==> src/hw/rtl/gdsd_pkg.sv <==
// ----------------------------------------------------------------------------
// gdsd_pkg
// Shared widths, codes, control word layout and microcode program for the
// Gregorian date minus N days block.
// ----------------------------------------------------------------------------
package gdsd_pkg;

  localparam int DAY_W      = 5;
  localparam int MONTH_W    = 4;
  localparam int YEAR_W     = 12;
  localparam int BACK_W     = 16;
  localparam int STATUS_W   = 2;
  localparam int CFG_IDX_W  = 1;
  localparam int CFG_DATA_W = 12;
  localparam int ACC_W      = BACK_W + 1;   // signed running day count
  localparam int CENT_W     = 6;            // year / 100 for a 12-bit year
  localparam int UPC_W      = 3;

  localparam logic [CFG_IDX_W-1:0] CFG_MIN_YEAR = 1'b0;
  localparam logic [CFG_IDX_W-1:0] CFG_MAX_YEAR = 1'b1;

  localparam logic [YEAR_W-1:0] MIN_YEAR_RST = 12'd1582;
  localparam logic [YEAR_W-1:0] MAX_YEAR_RST = 12'd2100;

  localparam logic [MONTH_W-1:0] JANUARY  = 4'd1;
  localparam logic [MONTH_W-1:0] FEBRUARY = 4'd2;
  localparam logic [MONTH_W-1:0] DECEMBER = 4'd12;

  typedef enum logic [STATUS_W-1:0] {
    ST_OK        = 2'd0,
    ST_INVALID   = 2'd1,
    ST_UNDERFLOW = 2'd2
  } status_t;

  typedef enum logic [2:0] {
    OP_LOAD,
    OP_WAIT,
    OP_CHECK,
    OP_WALK,
    OP_EMIT
  } op_t;

  typedef enum logic [2:0] {
    C_ALWAYS,
    C_IN_VALID,
    C_INVALID,
    C_DONE,
    C_OUT_FREE
  } cond_t;

  typedef logic [UPC_W-1:0] upc_t;

  localparam upc_t STEP_LOAD  = 3'd0;
  localparam upc_t STEP_WAIT  = 3'd1;
  localparam upc_t STEP_CHECK = 3'd2;
  localparam upc_t STEP_WALK  = 3'd3;
  localparam upc_t STEP_EMIT  = 3'd4;

  typedef struct packed {
    op_t   op;
    cond_t cond;
    upc_t  jt;
    upc_t  jf;
  } uword_t;

  typedef struct packed {
    op_t  op;
    upc_t step;
  } ctrl_t;

  typedef struct packed {
    logic in_valid;
    logic invalid;
    logic done;
    logic out_free;
  } flags_t;

  // days in a month, month codes outside 1..12 give 31 and are rejected elsewhere
  function automatic logic [DAY_W-1:0] month_len(input logic [MONTH_W-1:0] m,
                                                 input logic leap);
    logic [DAY_W-1:0] len;
    unique case (m)
      FEBRUARY:                  len = leap ? 5'd29 : 5'd28;
      4'd4, 4'd6, 4'd9, 4'd11:   len = 5'd30;
      default:                   len = 5'd31;
    endcase
    return len;
  endfunction

  // microcode program: one control word per step
  function automatic uword_t ucode_rom(input upc_t upc);
    uword_t w;
    unique case (upc)
      STEP_LOAD:  w = '{op: OP_LOAD,  cond: C_IN_VALID, jt: STEP_WAIT,  jf: STEP_LOAD};
      STEP_WAIT:  w = '{op: OP_WAIT,  cond: C_ALWAYS,   jt: STEP_CHECK, jf: STEP_CHECK};
      STEP_CHECK: w = '{op: OP_CHECK, cond: C_INVALID,  jt: STEP_EMIT,  jf: STEP_WALK};
      STEP_WALK:  w = '{op: OP_WALK,  cond: C_DONE,     jt: STEP_EMIT,  jf: STEP_WALK};
      STEP_EMIT:  w = '{op: OP_EMIT,  cond: C_OUT_FREE, jt: STEP_LOAD,  jf: STEP_EMIT};
      default:    w = '{op: OP_WAIT,  cond: C_ALWAYS,   jt: STEP_LOAD,  jf: STEP_LOAD};
    endcase
    return w;
  endfunction

endpackage

==> src/hw/rtl/gdsd_if.sv <==
// ----------------------------------------------------------------------------
// gdsd channel interfaces
// Valid/ready channels for the input date word and the result word.
// ----------------------------------------------------------------------------
interface gdsd_req_if;
  import gdsd_pkg::*;

  logic                valid;
  logic                ready;
  logic [DAY_W-1:0]    day;
  logic [MONTH_W-1:0]  month;
  logic [YEAR_W-1:0]   year;
  logic [BACK_W-1:0]   days_back;

  modport source (output valid, day, month, year, days_back, input ready);
  modport sink   (input valid, day, month, year, days_back, output ready);
endinterface

interface gdsd_rsp_if;
  import gdsd_pkg::*;

  logic                valid;
  logic                ready;
  logic [DAY_W-1:0]    new_day;
  logic [MONTH_W-1:0]  new_month;
  logic [YEAR_W-1:0]   new_year;
  logic [STATUS_W-1:0] status;

  modport source (output valid, new_day, new_month, new_year, status, input ready);
  modport sink   (input valid, new_day, new_month, new_year, status, output ready);
endinterface

==> src/hw/rtl/gregorian_date_subtract_days.sv <==
// ----------------------------------------------------------------------------
// gregorian_date_subtract_days
// Gregorian date minus N days, run by a small microcoded sequencer.
// ----------------------------------------------------------------------------
// takes one word at a time (day, month, year, days_back) and returns one
// result word (new_day, new_month, new_year, status). status is 0 for ok, 1
// for an invalid start date (month outside 1..12, year outside
// min_year..max_year, day of 0 or past the month's end) and 2 when the walk
// would leave january of year 0; on either error the date fields read 0.
// once a word is taken, the block settles it, checks it, then walks back a
// month at a time until the day lands inside a month (an invalid date goes
// straight from the check to the result); the next word can be taken in the
// cycle after the result is loaded. the time taken is set by the month walk,
// which adds one month length per cycle in a single accumulator. the result
// sits in an output register, so the next word is taken while an earlier result
// waits to be read; a second result then holds in the last step until the first
// one is read. min_year and max_year reset to 1582 and 2100; the user must see
// that they are written only while the block is idle, which the block does not enforce.
module gregorian_date_subtract_days (
  input  logic                              clk,
  input  logic                              rst,
  gdsd_req_if.sink                          req,
  gdsd_rsp_if.source                        rsp,
  input  logic                              cfg_we,
  input  logic [gdsd_pkg::CFG_IDX_W-1:0]    cfg_idx,
  input  logic [gdsd_pkg::CFG_DATA_W-1:0]   cfg_data
);
  import gdsd_pkg::*;

  // year window registers
  logic [YEAR_W-1:0] min_year;
  logic [YEAR_W-1:0] max_year;

  // control word to the datapath, branch conditions back
  ctrl_t  ctrl;
  flags_t flags;

  always_ff @(posedge clk) begin
    if (rst) begin
      min_year <= MIN_YEAR_RST;
      max_year <= MAX_YEAR_RST;
    end else if (cfg_we) begin
      unique case (cfg_idx)
        CFG_MIN_YEAR: min_year <= cfg_data[YEAR_W-1:0];
        CFG_MAX_YEAR: max_year <= cfg_data[YEAR_W-1:0];
        default: begin
        end
      endcase
    end
  end

  // step counter and control store
  gdsd_seq u_seq (
    .clk   (clk),
    .rst   (rst),
    .flags (flags),
    .ctrl  (ctrl)
  );

  // date registers, leap unit, accumulator and result register
  gdsd_dp u_dp (
    .clk      (clk),
    .rst      (rst),
    .ctrl     (ctrl),
    .min_year (min_year),
    .max_year (max_year),
    .req      (req),
    .rsp      (rsp),
    .flags    (flags)
  );

  // an accepted word always moves the sequencer to the settle step
  a_load_step : assert property (@(posedge clk) disable iff (rst)
    req.valid && req.ready |=> ctrl.step == STEP_WAIT)
    else $error("sequencer did not advance after an accepted word");

  // a good result has a nonzero day and a month in 1..12
  a_ok_date : assert property (@(posedge clk) disable iff (rst)
    rsp.valid && rsp.status == ST_OK |->
      rsp.new_day != '0 && rsp.new_month != '0 && rsp.new_month <= DECEMBER)
    else $error("ok result with an impossible date");

  // an error result has its date fields cleared, and no unknown code
  a_err_zero : assert property (@(posedge clk) disable iff (rst)
    rsp.valid && rsp.status != ST_OK |->
      (rsp.status == ST_INVALID || rsp.status == ST_UNDERFLOW) &&
      rsp.new_day == '0 && rsp.new_month == '0 && rsp.new_year == '0)
    else $error("error result with date fields set");

  // no word is taken while the month walk runs
  a_walk_busy : assert property (@(posedge clk) disable iff (rst)
    ctrl.op == OP_WALK |-> !req.ready)
    else $error("input taken during month walk");

endmodule

==> src/hw/rtl/gdsd_seq.sv <==
// ----------------------------------------------------------------------------
// gdsd_seq
// Microcode sequencer: step counter, control store and conditional jumps.
// ----------------------------------------------------------------------------
module gdsd_seq (
  input  logic            clk,
  input  logic            rst,
  input  gdsd_pkg::flags_t flags,
  output gdsd_pkg::ctrl_t  ctrl
);
  import gdsd_pkg::*;

  upc_t   upc;
  upc_t   upc_next;
  uword_t uw;
  logic   take;

  always_ff @(posedge clk) begin
    if (rst) begin
      upc <= STEP_LOAD;
    end else begin
      upc <= upc_next;
    end
  end

  always_comb begin
    uw = ucode_rom(upc);
    unique case (uw.cond)
      C_ALWAYS:   take = 1'b1;
      C_IN_VALID: take = flags.in_valid;
      C_INVALID:  take = flags.invalid;
      C_DONE:     take = flags.done;
      C_OUT_FREE: take = flags.out_free;
      default:    take = 1'b1;
    endcase
    upc_next  = take ? uw.jt : uw.jf;
    ctrl.op   = uw.op;
    ctrl.step = upc;
  end

endmodule

==> src/hw/rtl/gdsd_dp.sv <==
// ----------------------------------------------------------------------------
// gdsd_dp
// Datapath: date registers, leap-year unit, day accumulator, result register.
// ----------------------------------------------------------------------------
module gdsd_dp (
  input  logic                            clk,
  input  logic                            rst,
  input  gdsd_pkg::ctrl_t                 ctrl,
  input  logic [gdsd_pkg::YEAR_W-1:0]     min_year,
  input  logic [gdsd_pkg::YEAR_W-1:0]     max_year,
  gdsd_req_if.sink                        req,
  gdsd_rsp_if.source                      rsp,
  output gdsd_pkg::flags_t                flags
);
  import gdsd_pkg::*;

  logic signed [ACC_W-1:0] d;
  logic [DAY_W-1:0]        day_r;
  logic [MONTH_W-1:0]      month_r;
  logic [YEAR_W-1:0]       year_r;
  logic [CENT_W-1:0]       cent_q;
  status_t                 st;

  logic                    o_valid;
  logic [DAY_W-1:0]        o_day;
  logic [MONTH_W-1:0]      o_month;
  logic [YEAR_W-1:0]       o_year;
  logic [STATUS_W-1:0]     o_status;

  logic [24:0]             recip_prod;
  logic [YEAR_W-1:0]       hundreds;
  logic                    cent_year;
  logic                    leap;
  logic [DAY_W-1:0]        cur_len;
  logic [MONTH_W-1:0]      prev_month;
  logic [DAY_W-1:0]        prev_len;
  logic                    invalid;
  logic                    d_pos;
  logic                    at_floor;
  logic                    out_free;
  logic                    emit;

  // year / 100 by reciprocal, exact for 12-bit years; registered before use
  assign recip_prod = {13'b0, year_r} * 25'd5243;

  // q * 100 as shift-add; the remainder is zero when this equals the year
  assign hundreds  = {cent_q, 6'b0} + {1'b0, cent_q, 5'b0} + {4'b0, cent_q, 2'b0};
  assign cent_year = (year_r == hundreds);
  assign leap      = ((year_r[1:0] == 2'b00) && !cent_year) ||
                     (cent_year && (cent_q[1:0] == 2'b00));

  assign cur_len    = month_len(month_r, leap);
  assign prev_month = (month_r == JANUARY) ? DECEMBER : month_r - 4'd1;
  assign prev_len   = month_len(prev_month, leap);

  assign invalid = (month_r == 4'd0) || (month_r > DECEMBER) ||
                   (year_r < min_year) || (year_r > max_year) ||
                   (day_r == 5'd0) || (day_r > cur_len);

  assign d_pos    = !d[ACC_W-1] && (d != '0);
  assign at_floor = (month_r == JANUARY) && (year_r == '0);
  assign out_free = !o_valid || rsp.ready;
  assign emit     = (ctrl.op == OP_EMIT) && out_free;

  assign flags.in_valid = req.valid;
  assign flags.invalid  = invalid;
  assign flags.done     = d_pos || at_floor;
  assign flags.out_free = out_free;

  assign req.ready = (ctrl.op == OP_LOAD);

  // leap lookup trails a year change by a register; only december follows one
  always_ff @(posedge clk) begin
    cent_q <= recip_prod[24:19];
  end

  always_ff @(posedge clk) begin
    unique case (ctrl.op)
      OP_LOAD: begin
        if (req.valid) begin
          day_r   <= req.day;
          month_r <= req.month;
          year_r  <= req.year;
          d       <= $signed({12'b0, req.day}) - $signed({1'b0, req.days_back});
          st      <= ST_OK;
        end
      end
      OP_CHECK: begin
        if (invalid) begin
          st <= ST_INVALID;
        end
      end
      OP_WALK: begin
        if (!d_pos) begin
          if (at_floor) begin
            st <= ST_UNDERFLOW;
          end else begin
            month_r <= prev_month;
            if (month_r == JANUARY) begin
              year_r <= year_r - 12'd1;
            end
            d <= d + $signed({12'b0, prev_len});
          end
        end
      end
      default: begin
      end
    endcase
  end

  // result register
  always_ff @(posedge clk) begin
    if (rst) begin
      o_valid <= 1'b0;
    end else if (emit) begin
      o_valid <= 1'b1;
    end else if (rsp.ready) begin
      o_valid <= 1'b0;
    end
  end

  always_ff @(posedge clk) begin
    if (emit) begin
      o_day    <= (st == ST_OK) ? d[DAY_W-1:0] : '0;
      o_month  <= (st == ST_OK) ? month_r : '0;
      o_year   <= (st == ST_OK) ? year_r : '0;
      o_status <= st;
    end
  end

  assign rsp.valid     = o_valid;
  assign rsp.new_day   = o_day;
  assign rsp.new_month = o_month;
  assign rsp.new_year  = o_year;
  assign rsp.status    = o_status;

endmodule

==> src/flat_wrapper.sv <==
// flat-port wrapper written by rule: the top's interface ports become plain ports
module gregorian_date_subtract_days_flat import gdsd_pkg::*;
  (clk, rst, cfg_we, cfg_idx, cfg_data, req_valid, req_day, req_month, req_year, req_days_back, req_ready, rsp_valid, rsp_new_day, rsp_new_month, rsp_new_year, rsp_status, rsp_ready);
  gdsd_req_if req_i ();
  gdsd_rsp_if rsp_i ();
  input  logic clk;
  input  logic rst;
  input  logic cfg_we;
  input  logic [gdsd_pkg::CFG_IDX_W-1:0] cfg_idx;
  input  logic [gdsd_pkg::CFG_DATA_W-1:0] cfg_data;
  input wire logic [$bits(req_i.valid)-1:0] req_valid;
  input wire logic [$bits(req_i.day)-1:0] req_day;
  input wire logic [$bits(req_i.month)-1:0] req_month;
  input wire logic [$bits(req_i.year)-1:0] req_year;
  input wire logic [$bits(req_i.days_back)-1:0] req_days_back;
  output wire logic [$bits(req_i.ready)-1:0] req_ready;
  output wire logic [$bits(rsp_i.valid)-1:0] rsp_valid;
  output wire logic [$bits(rsp_i.new_day)-1:0] rsp_new_day;
  output wire logic [$bits(rsp_i.new_month)-1:0] rsp_new_month;
  output wire logic [$bits(rsp_i.new_year)-1:0] rsp_new_year;
  output wire logic [$bits(rsp_i.status)-1:0] rsp_status;
  input wire logic [$bits(rsp_i.ready)-1:0] rsp_ready;
  assign req_i.valid = req_valid;
  assign req_i.day = req_day;
  assign req_i.month = req_month;
  assign req_i.year = req_year;
  assign req_i.days_back = req_days_back;
  assign req_ready = req_i.ready;
  assign rsp_valid = rsp_i.valid;
  assign rsp_new_day = rsp_i.new_day;
  assign rsp_new_month = rsp_i.new_month;
  assign rsp_new_year = rsp_i.new_year;
  assign rsp_status = rsp_i.status;
  assign rsp_i.ready = rsp_ready;
  gregorian_date_subtract_days u_core (.clk(clk), .rst(rst), .req(req_i), .rsp(rsp_i), .cfg_we(cfg_we), .cfg_idx(cfg_idx), .cfg_data(cfg_data));
endmodule
==> config.mk <==
export PLATFORM = sky130hd
export DESIGN_NAME = gregorian_date_subtract_days_flat
export DESIGN_NICKNAME = d
export VERILOG_FILES = /design/src/hw/rtl/gdsd_pkg.sv /design/src/hw/rtl/gdsd_if.sv /design/src/hw/rtl/gregorian_date_subtract_days.sv /design/src/hw/rtl/gdsd_seq.sv /design/src/hw/rtl/gdsd_dp.sv /design/src/flat_wrapper.sv
export SDC_FILE = /design/constraint.sdc
export NUM_CORES = 1
export LEC_CHECK = 0
export BUFFER_PORTS_ARGS = -buffer_cell sky130_fd_sc_hd__buf_2
export CORE_UTILIZATION = 25
export CTS_CLUSTER_SIZE = 16
export DETAILED_ROUTE_END_ITERATION = 8
export PLACE_DENSITY = 0.48
export SYNTH_ARGS = -nofsm -noshare
export SYNTH_HDL_FRONTEND = slang
export SYNTH_SLANG_ARGS = --single-unit
==> constraint.sdc <==
create_clock -name clk -period 12.9 [get_ports clk]
set_input_delay 0.645 -clock clk [delete_from_list [all_inputs] [get_ports clk]]
set_output_delay 0.645 -clock clk [all_outputs]
set_load 0.005 [all_outputs]
Word-level counts from Yosys, hierarchy flattened
Index checks and enable logic that the tools add are counted.
{"block": "op_classes", "n_lt_le_gt_ge": 4, "reduce_logical": 36, "multipliers": 1, "eq_ne": 29, "muxes": 27, "n_addsub": 6, "bitwise": 1}
{"operator": "$pmux 12 s5", "count": 1}
{"operator": "$mux 17", "count": 3}
{"operator": "$mux 12", "count": 4}
{"operator": "$pmux 17 s2", "count": 1}
{"operator": "$mul 12x13->25 const B", "count": 1}
{"operator": "$pmux 12 s2", "count": 1}
{"operator": "$eq 3x2->1 const B", "count": 6}
{"operator": "$add 17x6->17", "count": 1}
{"operator": "$reduce_bool 17->1", "count": 1}
{"operator": "$sub 5x16->17", "count": 1}
{"operator": "$eq 4x3->1 const B", "count": 4}
{"operator": "$eq 4x4->1 const B", "count": 4}
{"operator": "$mux 4", "count": 4}
{"operator": "$add 12x11->12", "count": 1}
{"operator": "$add 12x8->12", "count": 1}
{"operator": "$eq 12x12->1", "count": 1}
{"operator": "$gt 12x12->1", "count": 1}
{"operator": "$logic_not 12->1", "count": 1}
{"operator": "$lt 12x12->1", "count": 1}
{"operator": "$ne 2x2->1 const B", "count": 6}
{"operator": "$sub 12x1->12 const B", "count": 1}
{"operator": "$reduce_and 5->1", "count": 2}
{"operator": "$eq 3x3->1 const B", "count": 3}
{"operator": "$eq 4x2->1 const B", "count": 2}
{"operator": "25 further kinds", "count": 52}
{"block": "word_totals", "wordCells": 118, "register_bits": 97, "input_bits": 55}

Depth between registers and ports, before layout
{"block": "depth", "word_depth": 12, "depth_mapped": 20, "depth_no_buf": 20}

Modules after synthesis
A second synthesis with hierarchy kept.
{"block": "unflattened", "cells_unflattened": 915, "area_unflattened_um2": 8797.2}
{"mod": "gdsd_dp", "instances": 1, "area_each_um2": 7649.8, "cells_each": 798}
{"mod": "gregorian_date_subtract_days", "instances": 1, "area_each_um2": 993.5, "cells_each": 98}
{"mod": "gdsd_seq", "instances": 1, "area_each_um2": 153.9, "cells_each": 19}

Least setup slack after synthesis
No wires, ideal clock.
{"block": "synth_timing", "path_kind": "flip-flop to flip-flop", "from": "register u_core.u_dp.year_r[11]", "to": "register u_core.u_dp.cent_q[5]", "period_less_slack_ns": 4.871, "path_stages_with_launch": 16, "slack_ns": 8.029, "t_required_ns": 12.828, "setup_ns": 0.072, "n_path_buf": 0, "arrival_ns": 4.799, "path_cell_list": "edfxtp_1 > fa_1 > inv_1 > fa_1 > inv_1 > fa_1 > fa_1 > fa_1 > ha_1 > nand3_1 > o221ai_1 > a31o_2 > o21a_1 > a221o_1 > a21oi_1 > xnor2_1"}
{"block": "synth_via", "elab_chain_len": 1}
{"item": "start: declaration", "line": "gdsd_dp.sv:20", "source": "logic [YEAR_W-1:0] year_r;"}
{"item": "start signal: assignment", "line": "gdsd_dp.sv:83", "source": "year_r <= req.year;"}
{"item": "start signal: assignment", "line": "gdsd_dp.sv:100", "source": "year_r <= year_r - 12'd1;"}
{"item": "$mul 12x13->25", "line": "gdsd_dp.sv:44", "source": "assign recip_prod = {13'b0, year_r} * 25'd5243;"}
{"item": "named net u_core.u_dp.recip_prod[24]", "line": "gdsd_dp.sv:30", "source": "logic [24:0] recip_prod;"}
{"item": "end signal: assignment", "line": "gdsd_dp.sv:74", "source": "cent_q <= recip_prod[24:19];"}
{"item": "end: declaration", "line": "gdsd_dp.sv:21", "source": "logic [CENT_W-1:0] cent_q;"}
The timed path passes the listed nets, and every way through them passes these cells.
A chain may end at the register's enable or synchronous reset.

Worst setup path in the final report
{"block": "layout_timing", "from": "register u_core.u_dp.year_r[10]", "to": "register u_core.u_dp.cent_q[5]"}
Same word-level chain as after synthesis.

==> flow_summary_export.csv <==
group,metric,value,unit
synth,synth_async_sr_flop_share,0,
setup_path,r2r-start,"u_core.u_dp.year_r[10]$_DFFE_PP_",
timing,drv_slew,0,
timing,worst_slew_pin_slew,0.7465,ns
detailed_routing,drcViolationCount,0,
clock_network,postCtsSetupRepairBufs,0,
setup_path,path_buf_inv,3,
setup_path,arrival,5.54,ns
clock_network,root_buffer,"clkbuf_16",
global_routing,antenna_found_initial,0,
clock_network,cts.repair.resized,0,
die,num_rows,66,
clock_network,clock_path_buffers,2,
timing,max_freq,190.5,MHz
detailed_routing,wirelength,21340,µm
global_routing,grt_overflow_total,0,
clock_network,cts_tree,"built",
die,initial_core_util,0.2556,
job,cap_violations,0,
layout,antenna_cells,0,
die,core-area,32780,µm²
timing,min_period_over_period,0.4069,
clock_network,clk_latency,0.36,ns
setup_path,cp_num_cells,16,
synth,yosysWarnings,0,
synth,syn_area,8379,µm²
setup_path,ff2ff_path_depth,16,
die,fp.dieArea,34250,µm²
synth,postSynthNetCount,1101,
die,die_h,185.1,µm
setup_path,cpLargestDelayFamily,"adder cells",
clock_network,cts_sinks,97,
timing,fin_worst_skew,0.01107,ns
placement,io_buffers,79,
synth,synth_seq_cells,97,
global_routing,grt_pass1_vias,5980,
global_routing,grt_pass1_wl,33800,µm
global_routing,grt_usage,0.1306,
layout,final-seq-area,2572,µm²
synth,synth-edff-count,63,
layout,nNetsFinal,1177,
layout,areaGrowthSynthToFinish,14.50,%
setup_path,start_kind,"flop",
detailed_routing,drt_first_pass_iters,4,
setup_path,timing.critical_path.cells,"inv_1 -> ha_1 -> inv_1 -> fa_1 -> inv_1 -> fa_1 -> fa_1 -> fa_1 -> ha_1 -> a21oi_1 -> o221ai_1 -> a31o_2 -> o21a_1 -> a221o_1 -> a21oi_1 -> xnor2_1",
detailed_routing,dr.first_iter.drc_count,346,
detailed_routing,num_vias,6075,
setup_path,worst_path_most_repeated_cell,"fa_1",
timing,rsz0062_at_grt,"false",
die,io_pins,80,
timing,hold_violations,0,
setup_path,slowest_stage,"edfxtp_1",
clock_network,cts_buffers,9,
setup_path,cp-startpoint,"u_core.u_dp.year_r[10]$_DFFE_PP_",
setup_path,r2r_setup_slack,7.65,ns
timing,setup_tns,0,ns
layout,drive_gt1_frac,0.1194,
timing,period_needed,5.248,ns
hold_path,min-delay-start,"u_core.max_year[7]$_SDFFE_PP0P_",
hold_path,hold_path_class,"flop to flop",
setup_path,cp-end-kind,"flop",
setup_path,cp_slowest_stage_delay,0.64,ns
die,die_x,185.1,µm
layout,fillerInstances,3498,
layout,final_common_cell,"ha_1",
layout,multiInputGateArea,5240,µm²
synth,syn_inst,857,
clock_network,htreeDepth,3,
timing,final-setup-viol-count,0,
placement,place_congestion,0.8476,
clock_network,cts_hold_buf,0,
setup_path,reg2reg_to,"u_core.u_dp.cent_q[5]$_DFF_P_",
placement,hpwlAfterDp,17330,µm
synth,synth.distinct_cells,56,
clock_network,path_clk_slew,0.08,ns
synth,synthFlopType,"edfxtp_1",
detailed_routing,vias_per_cell,4.402,
detailed_routing,wl_per_cell,15.46,µm
setup_path,crit_type,"flop to flop",
synth,avgSynthCellArea,9.777,µm²
detailed_routing,ant_nets,0,
layout,layout_common_cells,"ha_1, inv_1, nand2_1, buf_2, edfxtp_1",
setup_path,cp_max_fo,10,
hold_path,hold_depth,2,
timing,slew_headroom,0.5023,
setup_path,crit_required,13.19,ns
global_routing,grt_start_max_net_pins,62,
run_status,status,"completed",
hold_path,min_to,"u_core.max_year[7]$_SDFFE_PP0P_",
synth,seq_area_frac_synth,0.3070,
-- Yosys cell counts, drive strengths merged (5+ instances only) --
cell type	instances	area (µm²)
and2	12	75.07
fa	51	1021
a211o	6	52.55
ha	138	1727
xor2	27	255.3
nor2	42	157.7
o21ai	33	165.2
nand3	11	55.05
nand4	9	56.30
nor2b	5	31.28
clkbuf	17	63.81
nand2b	7	43.79
o21a	8	60.06
a211oi	8	65.06
nand3b	5	37.54
xnor2	27	255.3
or3	5	31.28
a21oi	49	249.0
a21o	15	112.6
nor3	28	140.1
nand2	79	296.5
inv	133	499.2
edfxtp	63	1892
dfxtp	34	680.7
nor4	5	31.28
-- sequential cells by signal (all words and copies together), names as in the netlist, 3 cells and up --
signal                     count
u_core.u_dp.year_r            12
u_core.u_dp.d                 17
u_core.u_dp.rsp.new_day        5
u_core.min_year               12
u_core.u_dp.rsp.new_year      12
u_core.u_dp.month_r            4
u_core.u_dp.rsp.new_month      4
u_core.max_year               12
u_core.u_dp.day_r              5
u_core.u_seq.upc               3
u_core.u_dp.cent_q             6
-- area by class of cell --
type                            instances  share of cell area
Clock inverter                          7            0.007433
Multi-Input combinational cell        608              0.5462
Sequential cell                        97              0.2681
Tap cell                              442             0.05764
Clock buffer                            9             0.02347
Inverter                              133             0.05203
Timing Repair Buffer                   84             0.04512
-- tightest hold or removal path: stages (launching register included) --
cell and delay (ns):
dfxtp_1 0.31, nand2_1 0.05, a21oi_1 0.05
-- worst max path at each step --
stage / end
after detailed placement: u_core.u_dp.cent_q[5]$_DFF_P_
after global placement: u_core.u_dp.cent_q[5]$_DFF_P_
after floorplan: u_core.u_dp.cent_q[5]$_DFF_P_
after global routing: u_core.u_dp.cent_q[5]$_DFF_P_
final: u_core.u_dp.cent_q[5]$_DFF_P_
after CTS: u_core.u_dp.cent_q[5]$_DFF_P_
-- cells by family (layout without fill, tap and decap cells) --
group                    after synthesis  count (layout)  synth area share
multiplexers                           3               3          0.004181
AND/OR/NAND/NOR                      219             219            0.1232
flip-flops                            97              97            0.3070
buffers and inverters                152             233           0.06809
AO/OA/AOI/OAI                        143             143            0.1087
adder cells (fa/ha/maj)              189             189            0.3279
XOR/XNOR                              54              54           0.06092
-- routing by layer --
layer,routed length [µm],global-route usage
met2,8943,0.1920
met1,11310,0.1975
met3,911,0.02143
met5,0,0
met4,168,0.02777
-- through the flow --
stage               cells  setup slack [ns]  cell area [µm²]  hold slack, ns  utilization
finish               1380             7.652             9594          0.4594       0.2926
global route         1380             7.312             9594          0.4811       0.2926
CTS                  1380             7.607             9594          0.4628       0.2926
detailed placement   1364             7.621             9298          0.4512       0.2836
global placement     1364             7.738             9298          0.4447       0.2836
floorplan             857             8.029             8379          0.4244            -
Power is not shown: default switching activity piles up to over one toggle a cycle in this logic, so the estimate is an artifact.
